$ cat src/hdl/sha_pkg.sv
`timescale 1ns / 1ps
package sha_pkg;

    typedef struct packed {
        logic [31:0] data_word;
        logic [2:0]  byte_count;
        logic        end_of_message;
    } t_in_item;

    typedef struct packed {
        logic [31:0] digest_word;
        logic [2:0]  word_index;
        logic        last_word;
        logic        error;
    } t_out_item;

    // front-to-back command: one word to load, plus flags
    typedef struct packed {
        logic [31:0] word;
        logic        finish;   // pad and emit digest after this word
        logic        err;      // short non-final item, emit error result
        logic [2:0]  count;    // valid bytes when finish
    } t_cmd;

    localparam int QDEPTH = 4;
    localparam int QAW    = 2;

    localparam logic [31:0] IV [8] = '{
        32'h6A09E667, 32'hBB67AE85, 32'h3C6EF372, 32'hA54FF53A,
        32'h510E527F, 32'h9B05688C, 32'h1F83D9AB, 32'h5BE0CD19};

    localparam logic [31:0] RK [64] = '{
        32'h428A2F98, 32'h71374491, 32'hB5C0FBCF, 32'hE9B5DBA5, 32'h3956C25B, 32'h59F111F1,
        32'h923F82A4, 32'hAB1C5ED5, 32'hD807AA98, 32'h12835B01, 32'h243185BE, 32'h550C7DC3,
        32'h72BE5D74, 32'h80DEB1FE, 32'h9BDC06A7, 32'hC19BF174, 32'hE49B69C1, 32'hEFBE4786,
        32'h0FC19DC6, 32'h240CA1CC, 32'h2DE92C6F, 32'h4A7484AA, 32'h5CB0A9DC, 32'h76F988DA,
        32'h983E5152, 32'hA831C66D, 32'hB00327C8, 32'hBF597FC7, 32'hC6E00BF3, 32'hD5A79147,
        32'h06CA6351, 32'h14292967, 32'h27B70A85, 32'h2E1B2138, 32'h4D2C6DFC, 32'h53380D13,
        32'h650A7354, 32'h766A0ABB, 32'h81C2C92E, 32'h92722C85, 32'hA2BFE8A1, 32'hA81A664B,
        32'hC24B8B70, 32'hC76C51A3, 32'hD192E819, 32'hD6990624, 32'hF40E3585, 32'h106AA070,
        32'h19A4C116, 32'h1E376C08, 32'h2748774C, 32'h34B0BCB5, 32'h391C0CB3, 32'h4ED8AA4A,
        32'h5B9CCA4F, 32'h682E6FF3, 32'h748F82EE, 32'h78A5636F, 32'h84C87814, 32'h8CC70208,
        32'h90BEFFFA, 32'hA4506CEB, 32'hBEF9A3F7, 32'hC67178F2};

    function automatic logic [31:0] rotr(input logic [31:0] x, input int n);
        rotr = (x >> n) | (x << (32 - n));
    endfunction

endpackage

$ cat src/hdl/sha_front.sv
`timescale 1ns / 1ps
module sha_front (
    input  logic              i_clk,
    input  logic              i_rst_n,
    input  logic              i_valid,
    output logic              o_ready,
    input  sha_pkg::t_in_item i_item,
    output logic              o_cmd_valid,
    input  logic              i_cmd_ready,
    output sha_pkg::t_cmd     o_cmd
);
    import sha_pkg::*;

    t_cmd            r_q [QDEPTH];
    logic [QAW-1:0]  r_wp, r_rp;
    logic [QAW:0]    r_cnt;
    t_cmd            w_cmd;
    logic [2:0]      w_cnt;
    logic [31:0]     w_keep;
    logic            w_push, w_pop;

    // classify the incoming transaction
    always_comb begin
        w_cnt  = (i_item.byte_count > 3'd4) ? 3'd4 : i_item.byte_count;
        w_keep = 32'hFFFF_FFFF << (6'd8 * (6'd4 - {3'd0, w_cnt}));
        if (w_cnt == 3'd0) w_keep = '0;
        w_cmd.finish = i_item.end_of_message;
        w_cmd.err    = !i_item.end_of_message && (w_cnt != 3'd4);
        w_cmd.count  = w_cnt;
        w_cmd.word   = i_item.end_of_message ? (i_item.data_word & w_keep) : i_item.data_word;
    end

    assign o_ready     = (r_cnt != QDEPTH[QAW:0]);
    assign o_cmd_valid = (r_cnt != '0);
    assign o_cmd       = r_q[r_rp];
    assign w_push      = i_valid && o_ready;
    assign w_pop       = o_cmd_valid && i_cmd_ready;

    // command queue
    always_ff @(posedge i_clk) begin
        if (!i_rst_n) begin
            r_wp <= '0; r_rp <= '0; r_cnt <= '0;
        end else begin
            if (w_push) r_wp <= r_wp + 1'b1;
            if (w_pop)  r_rp <= r_rp + 1'b1;
            r_cnt <= r_cnt + {{QAW{1'b0}}, w_push} - {{QAW{1'b0}}, w_pop};
        end
    end

    always_ff @(posedge i_clk) begin
        if (w_push) r_q[r_wp] <= w_cmd;
    end
endmodule

$ cat src/hdl/sha_back.sv
`timescale 1ns / 1ps
module sha_back (
    input  logic               i_clk,
    input  logic               i_rst_n,
    input  logic               i_cmd_valid,
    output logic               o_cmd_ready,
    input  sha_pkg::t_cmd      i_cmd,
    output logic               o_valid,
    input  logic               i_ready,
    output sha_pkg::t_out_item o_item
);
    import sha_pkg::*;

    localparam logic [2:0] S_IDLE = 3'd0, S_PAD = 3'd1, S_COMP = 3'd2,
                           S_OUT = 3'd3, S_ERR = 3'd4;

    logic [2:0]   r_st;
    logic [31:0]  r_h [8];
    logic [31:0]  r_v [8];
    logic [31:0]  r_w [16];
    logic [3:0]   r_fill;
    logic [60:0]  r_bytes;
    logic [5:0]   r_rnd;
    logic         r_fin;      // padding in progress
    logic         r_lenin;    // length words are in the current block
    logic [1:0]   r_padph;    // 0 marker pending, 1 zeros, 2 len hi, 3 len lo
    logic [2:0]   r_oi;
    logic [31:0]  w_word;
    logic         w_load;
    logic [31:0]  w_t1, w_t2, w_s0, w_s1, w_new;
    logic [31:0]  w_nv [8];
    logic [63:0]  w_bits;

    assign w_bits = {r_bytes, 3'b000};

    // round and schedule logic
    always_comb begin
        w_t1 = r_v[7] + (rotr(r_v[4],6) ^ rotr(r_v[4],11) ^ rotr(r_v[4],25))
             + (r_v[6] ^ (r_v[4] & (r_v[5] ^ r_v[6]))) + RK[r_rnd] + r_w[0];
        w_t2 = (rotr(r_v[0],2) ^ rotr(r_v[0],13) ^ rotr(r_v[0],22))
             + ((r_v[0] & r_v[1]) | (r_v[2] & (r_v[0] | r_v[1])));
        w_s0 = rotr(r_w[1],7) ^ rotr(r_w[1],18) ^ (r_w[1] >> 3);
        w_s1 = rotr(r_w[14],17) ^ rotr(r_w[14],19) ^ (r_w[14] >> 10);
        w_new = w_s1 + r_w[9] + w_s0 + r_w[0];
    end

    // working variables after this round
    always_comb begin
        w_nv[0] = w_t1 + w_t2;
        w_nv[1] = r_v[0];
        w_nv[2] = r_v[1];
        w_nv[3] = r_v[2];
        w_nv[4] = r_v[3] + w_t1;
        w_nv[5] = r_v[4];
        w_nv[6] = r_v[5];
        w_nv[7] = r_v[6];
    end

    // word source during padding
    always_comb begin
        w_load = 1'b0;
        w_word = '0;
        if (r_st == S_PAD) begin
            unique case (r_padph)
                2'd0: begin w_word = 32'h8000_0000; w_load = 1'b1; end
                2'd1: begin
                    w_word = '0;
                    w_load = (r_fill != 4'd14);
                end
                2'd2: begin w_word = w_bits[63:32]; w_load = 1'b1; end
                default: begin w_word = w_bits[31:0]; w_load = 1'b1; end
            endcase
        end
    end

    assign o_cmd_ready = (r_st == S_IDLE);
    assign o_valid     = (r_st == S_OUT) || (r_st == S_ERR);
    always_comb begin
        o_item = '0;
        if (r_st == S_ERR) begin
            o_item.last_word = 1'b1;
            o_item.error     = 1'b1;
        end else begin
            o_item.digest_word = r_h[r_oi];
            o_item.word_index  = r_oi;
            o_item.last_word   = (r_oi == 3'd7);
        end
    end

    always_ff @(posedge i_clk) begin
        if (!i_rst_n) begin
            r_st <= S_IDLE; r_fill <= '0; r_bytes <= '0; r_fin <= 1'b0;
            r_lenin <= 1'b0; r_padph <= '0; r_oi <= '0; r_rnd <= '0;
            for (int i = 0; i < 8; i++) r_h[i] <= IV[i];
        end else begin
            unique case (r_st)
                S_IDLE: if (i_cmd_valid) begin
                    if (i_cmd.err) r_st <= S_ERR;
                    else if (i_cmd.finish && i_cmd.count != 3'd4) begin
                        // partial final word carries the marker byte
                        r_w[r_fill] <= i_cmd.word | (32'h80 << (6'd8 * (6'd3 - {3'd0, i_cmd.count})));
                        r_bytes <= r_bytes + {58'd0, i_cmd.count};
                        r_fin <= 1'b1; r_padph <= 2'd1;
                        r_fill <= r_fill + 1'b1;
                        r_st <= (r_fill == 4'd15) ? S_COMP : S_PAD;
                    end else begin
                        r_w[r_fill] <= i_cmd.word;
                        r_bytes <= r_bytes + 61'd4;
                        r_fin <= i_cmd.finish; r_padph <= 2'd0;
                        r_fill <= r_fill + 1'b1;
                        r_st <= (r_fill == 4'd15) ? S_COMP :
                                (i_cmd.finish ? S_PAD : S_IDLE);
                    end
                    for (int i = 0; i < 8; i++) r_v[i] <= r_h[i];
                    r_rnd <= '0;
                end
                S_PAD: begin
                    if (w_load) begin
                        r_w[r_fill] <= w_word;
                        r_fill <= r_fill + 1'b1;
                        if (r_fill == 4'd15) r_st <= S_COMP;
                    end
                    // advance through marker, zeros and length words
                    unique case (r_padph)
                        2'd0: r_padph <= 2'd1;
                        2'd1: if (r_fill == 4'd14) r_padph <= 2'd2;
                        2'd2: r_padph <= 2'd3;
                        default: r_lenin <= 1'b1;
                    endcase
                    for (int i = 0; i < 8; i++) r_v[i] <= r_h[i];
                    r_rnd <= '0;
                end
                S_COMP: begin
                    for (int i = 0; i < 8; i++) r_v[i] <= w_nv[i];
                    for (int i = 0; i < 15; i++) r_w[i] <= r_w[i+1];
                    r_w[15] <= w_new;
                    r_rnd <= r_rnd + 1'b1;
                    if (r_rnd == 6'd63) begin
                        for (int i = 0; i < 8; i++) r_h[i] <= r_h[i] + w_nv[i];
                        // digest ready once the block with the length is done
                        if (r_lenin) r_st <= S_OUT;
                        else if (r_fin) r_st <= S_PAD;
                        else r_st <= S_IDLE;
                        r_oi <= '0;
                    end
                end
                S_OUT: if (i_ready) begin
                    r_oi <= r_oi + 1'b1;
                    if (r_oi == 3'd7) begin
                        r_st <= S_IDLE; r_fin <= 1'b0; r_lenin <= 1'b0;
                        r_bytes <= '0; r_fill <= '0;
                        for (int i = 0; i < 8; i++) r_h[i] <= IV[i];
                    end
                end
                S_ERR: if (i_ready) r_st <= S_IDLE;
                default: r_st <= S_IDLE;
            endcase
        end
    end
endmodule

$ cat src/hdl/sha256_stream_hasher_unit.sv
`timescale 1ns / 1ps
// an accepted transaction is queued in the front end; the back end loads one word a
// cycle while idle, and each full 16-word block is then compressed in 64 rounds, during
// which it takes no new word; the front queue holds up to 4 transactions meanwhile
// final item: marker, zero and length words, one or two compressions, then 8 digest words
// throughput is set by the single shared round unit in the back end
// reset: synchronous active low, restores the initial hash values and empties the queue
module sha256_stream_hasher_unit (
    input  logic               i_clk,
    input  logic               i_rst_n,
    input  logic               i_valid,
    output logic               o_ready,
    input  sha_pkg::t_in_item  i_data,
    output logic               o_valid,
    input  logic               i_ready,
    output sha_pkg::t_out_item o_data
);
    import sha_pkg::*;

    t_cmd w_cmd;
    logic w_cv, w_cr;

    sha_front u_front (
        .i_clk, .i_rst_n, .i_valid, .o_ready, .i_item(i_data),
        .o_cmd_valid(w_cv), .i_cmd_ready(w_cr), .o_cmd(w_cmd));

    sha_back u_back (
        .i_clk, .i_rst_n, .i_cmd_valid(w_cv), .o_cmd_ready(w_cr), .i_cmd(w_cmd),
        .o_valid, .i_ready, .o_item(o_data));
endmodule

$ cat config.mk
export PLATFORM = sky130hd
export DESIGN_NAME = sha256_stream_hasher_unit
export DESIGN_NICKNAME = d
export VERILOG_FILES = /design/src/hdl/sha_pkg.sv /design/src/hdl/sha_front.sv /design/src/hdl/sha_back.sv /design/src/hdl/sha256_stream_hasher_unit.sv
export SDC_FILE = /design/constraint.sdc
export NUM_CORES = 2
export LEC_CHECK = 0
export BUFFER_PORTS_ARGS = -buffer_cell sky130_fd_sc_hd__buf_4
export CAP_MARGIN = 20
export CORE_MARGIN = 8
export CORE_UTILIZATION = 55
export DETAILED_ROUTE_END_ITERATION = 10
export PLACE_DENSITY_LB_ADDON = 0.2
export SLEW_MARGIN = 40
export SYNTH_ARGS = -nofsm -noshare
export SYNTH_HDL_FRONTEND = slang
export SYNTH_SLANG_ARGS = --single-unit
$ cat constraint.sdc
create_clock -name i_clk -period 18.9 [get_ports i_clk]
set_input_delay 2.835 -clock i_clk [delete_from_list [all_inputs] [get_ports i_clk]]
set_output_delay 2.835 -clock i_clk [all_outputs]
set_load 0.03 [all_outputs]
# == Word level (Yosys, flattened, before mapping) ==
# Memory sizes are Yosys's and may differ from the RTL's. A register that Yosys moved wholly into a read port is not among the register bits.
# Cells that the tools add are included.
# totals
regBits,88
latch_bits,0
mem_bits_rw,1172
mem_bits_ro,2048
input_bits,40
out_inout_bits,39
word_cells,298
memories,5
# classes
n_addsub,29
n_mul,0
div,0
order_cmp,2
eq_ne,25
shift,2
mux,137
bitwise,62
n_reduce_logical,25
# memory_table
name,words,width,rd,rd_ports_with_merged_regs,write_ports,line_no,source
(name not given),64,32,1,0,0,sha_back.sv:39,+ (r_v[6] ^ (r_v[4] & (r_v[5] ^ r_v[6]))) + RK[r_rnd] + r_w[0];
u_back.r_w,16,32,16,0,16,sha_back.sv:20,logic [31:0] r_w [16];
u_back.r_h,8,32,9,1,8,sha_back.sv:18,logic [31:0] r_h [8];
u_back.r_v,8,32,8,0,8,sha_back.sv:19,logic [31:0] r_v [8];
u_front.r_q,4,37,1,1,1,sha_front.sv:14,t_cmd r_q [QDEPTH];
# op_table
cell,count
$mux W32,40
$add A32 B32 Y32,18
$mux W61,5
$xor A32 B32 Y32,8
$and A32 B32 Y32,4
$pmux W61 S2,1
$or A32 B32 Y32,3
$pmux W32 S3,1
$add A61 B3 Y61,1
$add A61 B3 Y61 const B,1
$mux W1,52
$mux W3,16
$mux W35,1
$or A1 B1 Y1,34
$or A10 B32 Y32,1
$or A13 B32 Y32,1
$or A14 B32 Y32,1
$or A15 B32 Y32,1
$or A19 B32 Y32,1
$or A21 B32 Y32,1
$or A25 B32 Y32,1
$or A26 B32 Y32,1
$or A30 B32 Y32,1
$or A7 B32 Y32,1
51 further kinds,87

# == Longest topological paths before layout ==
# An unclocked memory read counts as a cell.
# depth
depth_word,12
mapped_depth,50
mapped_depth_nobuf,48

# == Modules after synthesis ==
# Synthesis repeated with hierarchy kept, for this count alone.
# unflattened
cells_unflattened,7912
area_unflattened_um2,78899.4
# modules_own_cells
module,n_inst,cells_per_inst,area_per_inst_um2,seq_area_each_um2
sha_back,1,7620,72711.0,31149.9
sha_front,1,292,6188.4,4624.4

# == Worst setup path after synthesis ==
# OpenSTA, ideal clock, no wires.
# synth_timing
kind,input-to-reg
startpoint,input port i_rst_n
endpoint,"memory u_back.r_v[0][0], enable pin"
setup_ps,683
t_arrival_ps,10090
required_time_ps,18217
setup_slack_ps,8127
path_stages,4
n_path_buf,2
path_cell_list,clkbuf_1 -> inv_2 -> clkbuf_1 -> nor2_1
# synth_lines
item,line_no,source
from (decl),sha256_stream_hasher_unit.sv:10,"input logic i_rst_n,"
to (decl),sha_back.sv:19,

==> impl_metrics.yaml <==
outcome:
  outcome: "finished, final reports clean"
worst_setup_path:
  start_kind: "flip-flop"
  cp_max_fo: 24
  cp_slowest_cell: "ha_1"
  cp_num_buf_inv: 6
  crit_start: "u_back.r_rnd[1]"
  critPathMaxStageDelay_ns: 0.93
  r2r-start: "u_back.r_rnd[1]"
  required_ns: 19.43
  cp-end-kind: "flip-flop"
  path_class: "reg -> reg"
  crit_path_frequent_cell: "a21o_1"
  path_delay_family: "compound AO/OA/AOI/OAI gates"
  crit_arrival_ns: 13.07
clock_network:
  cts.hold.buffers_added: 0
  post_cts_buffers: 0
  post_cts_resized: 0
  clk_pin_slew_worst_paths_ns: 0.06
  cts_buffer_depth: 3
  cts_root_buf: "clkbuf_16"
  cts_tree: "yes"
  htreeDepth: 4
  cts_buffers: 144
  cts_sinks: 1265
  clk-insertion-delay-late_ns: 0.79
logic_synthesis:
  yosysMostFrequentCell: "nand2_1"
  yosys_warnings: 0
  synth_area_leaders: "edfxtp_1 39%, nand2_1 9.6%, ha_1 6.6%"
  syn_area_um2: 79500
  yosys.area.top_type: "edfxtp_1"
  ys_seq_elements: 1265
  synthFlopType: "edfxtp_1"
  synth_common_cells: "2024 x nand2_1, 1044 x edfxtp_1, 451 x nor2_1"
  netlist-cell-type-count: 87
  seq_area_frac_synth_pct: 45.0
  syn_inst: 8040
  synth_edf_count: 1044
  async_flop_share_pct: 0
  syn_area_per_cell_um2: 9.89
  synth_nets: 8698
  synth_top_area_share_pct: 39.4
floorplan:
  core-area_um2: 143000
  die_area_um2: 157000
  die_y_um: 396
  ios: 79
  fp-row-count: 139
  initial_core_util_pct: 55.4
  die_width_um: 396
hold_path:
  min_path_type: "reg -> reg"
  worstHoldStart: "u_back.r_w[13][2]"
global_route:
  antenna_found_initial: 5
  grt_pass1_wl_um: 385000
  grt_pass1_vias: 58766
  grt_usage_pct: 32.3
  grt_max_degree: 167
  grt-ovfl-total: 0
routing:
  routedWlPerCell_um: 25.9
  dr.first_iter.drc_count: 7531
  via_per_inst: 6.23
  antenna_left: 0
  drt-total-wl_um: 259000
  firstDrtPassIters: 6
  drc: 0
  vias: 62317
timing:
  fin_ws_ns: 6.36
  post-route-period-util_pct: 66.4
  final.min_clock_period_ns: 12.54
  skew_ns: 0.0497
  slew_viol_final: 0
  rsz0062_at_grt: "no"
  tightestPinTransition_ns: 0.926
  hold_viol_final: 0
  setup_tns_ns: 0
  setup_viol: 0
  maxSlewHeadroom_pct: 38.0
  fmax_mhz: 79.7
placement:
  dpl_worst_slack_ns: 6.52
  dp_hpwl_um: 189000
  dpl-instance-area_um2: 82100
  port_buffers: 78
  gp_congestion: 0.983
finish:
  final_core_util_pct: 60.8
  drive_above_1_share_pct: 7.91
  syn2layout_area_growth_pct: 9.71
  num-nets-final: 8647
  fin_area_um2: 87200
  fillers: 12028
job:
  cap_violations: 0
registers in the layout (all words and copies together), names as in the netlist, named ones only:
signal / count
u_back.r_w: 512
u_back.r_h: 256
u_back.r_v: 256
u_front.r_q: 148
u_back.r_bytes: 61
u_back.r_rnd: 6
u_back.r_fill: 4
u_back.r_oi: 3
u_back.r_st: 3
u_front.r_cnt: 3
u_back.r_padph: 2
u_front.r_rp: 2
u_front.r_wp: 2
u_back.r_fin: 1
u_back.r_lenin: 1
through the flow:
step,hold WS (ns),cells
after global routing,0.514,10008
after detailed placement,0.480,9745
after global placement,0.473,9741
after floorplan,0.448,8040
after CTS,0.485,10007
final,0.497,10010
layer usage:
layer  GRT usage (%)  routed length (um)
met5               0                  20
met4            7.95                6580
met3            7.73               28400
met2            45.4              108000
met1            49.9              117000
layout by cell type, fill, tap and decap left out, types with 57 or more instances in the layout:
cell type,synthesis,routed
nand2_1,2024,2021
edfxtp_1,1044,1044
nor2_1,451,444
a21oi_1,428,425
ha_1,421,420
xnor2_1,415,415
o21ai_0,327,324
inv_1,306,304
a21o_1,224,224
xor2_1,214,214
dfxtp_1,221,212
fa_1,197,197
buf_4,1,193
clkbuf_16,0,146
mux4_2,110,110
nand3_1,101,101
o211ai_1,85,85
mux2i_1,81,80
nor3_1,70,68
nor2b_1,62,62
nand2b_1,59,59
and3_1,62,57
kinds of logic after synthesis:
family | after synthesis | synth area share (%)
buffers and inverters | 715 | 3.40
adders and majority gates | 639 | 11.9
muxes | 226 | 4.63
xor gates and xnor gates | 629 | 6.93
and+or+nand+nor | 3046 | 16.0
AOI/OAI and AO/OA | 1520 | 12.1
DFF | 1265 | 45.0
area by class of cell:
type	instances	area (um^2)	area share [%]
clock buffers	187	3870	4.44
flip-flops and latches	1265	35800	41.1
diodes	2	5.00	0.00574
repair buffers	209	1690	1.94
inverters	309	1160	1.33
multi-input cells	6060	41200	47.2
well taps	1903	2380	2.73
clock inverters	75	1090	1.25
final timing paths:
kind         slack [ns]                 to  cells after the start
max                6.36  u_back.r_h[0][31]                     45
min                0.50  u_back.r_w[12][2]                      2
max reg2reg        6.36  u_back.r_h[0][31]                     45
min reg2reg        0.50  u_back.r_w[12][2]                      2
worst min-delay path, stage by stage, from the launching register on:
cell,delay [ns]
edfxtp_1,0.32
nand2_1,0.04
nand2_1,0.05
Power is not shown: default switching activity piles up to over one toggle a cycle in this logic, so the estimate is an artifact.
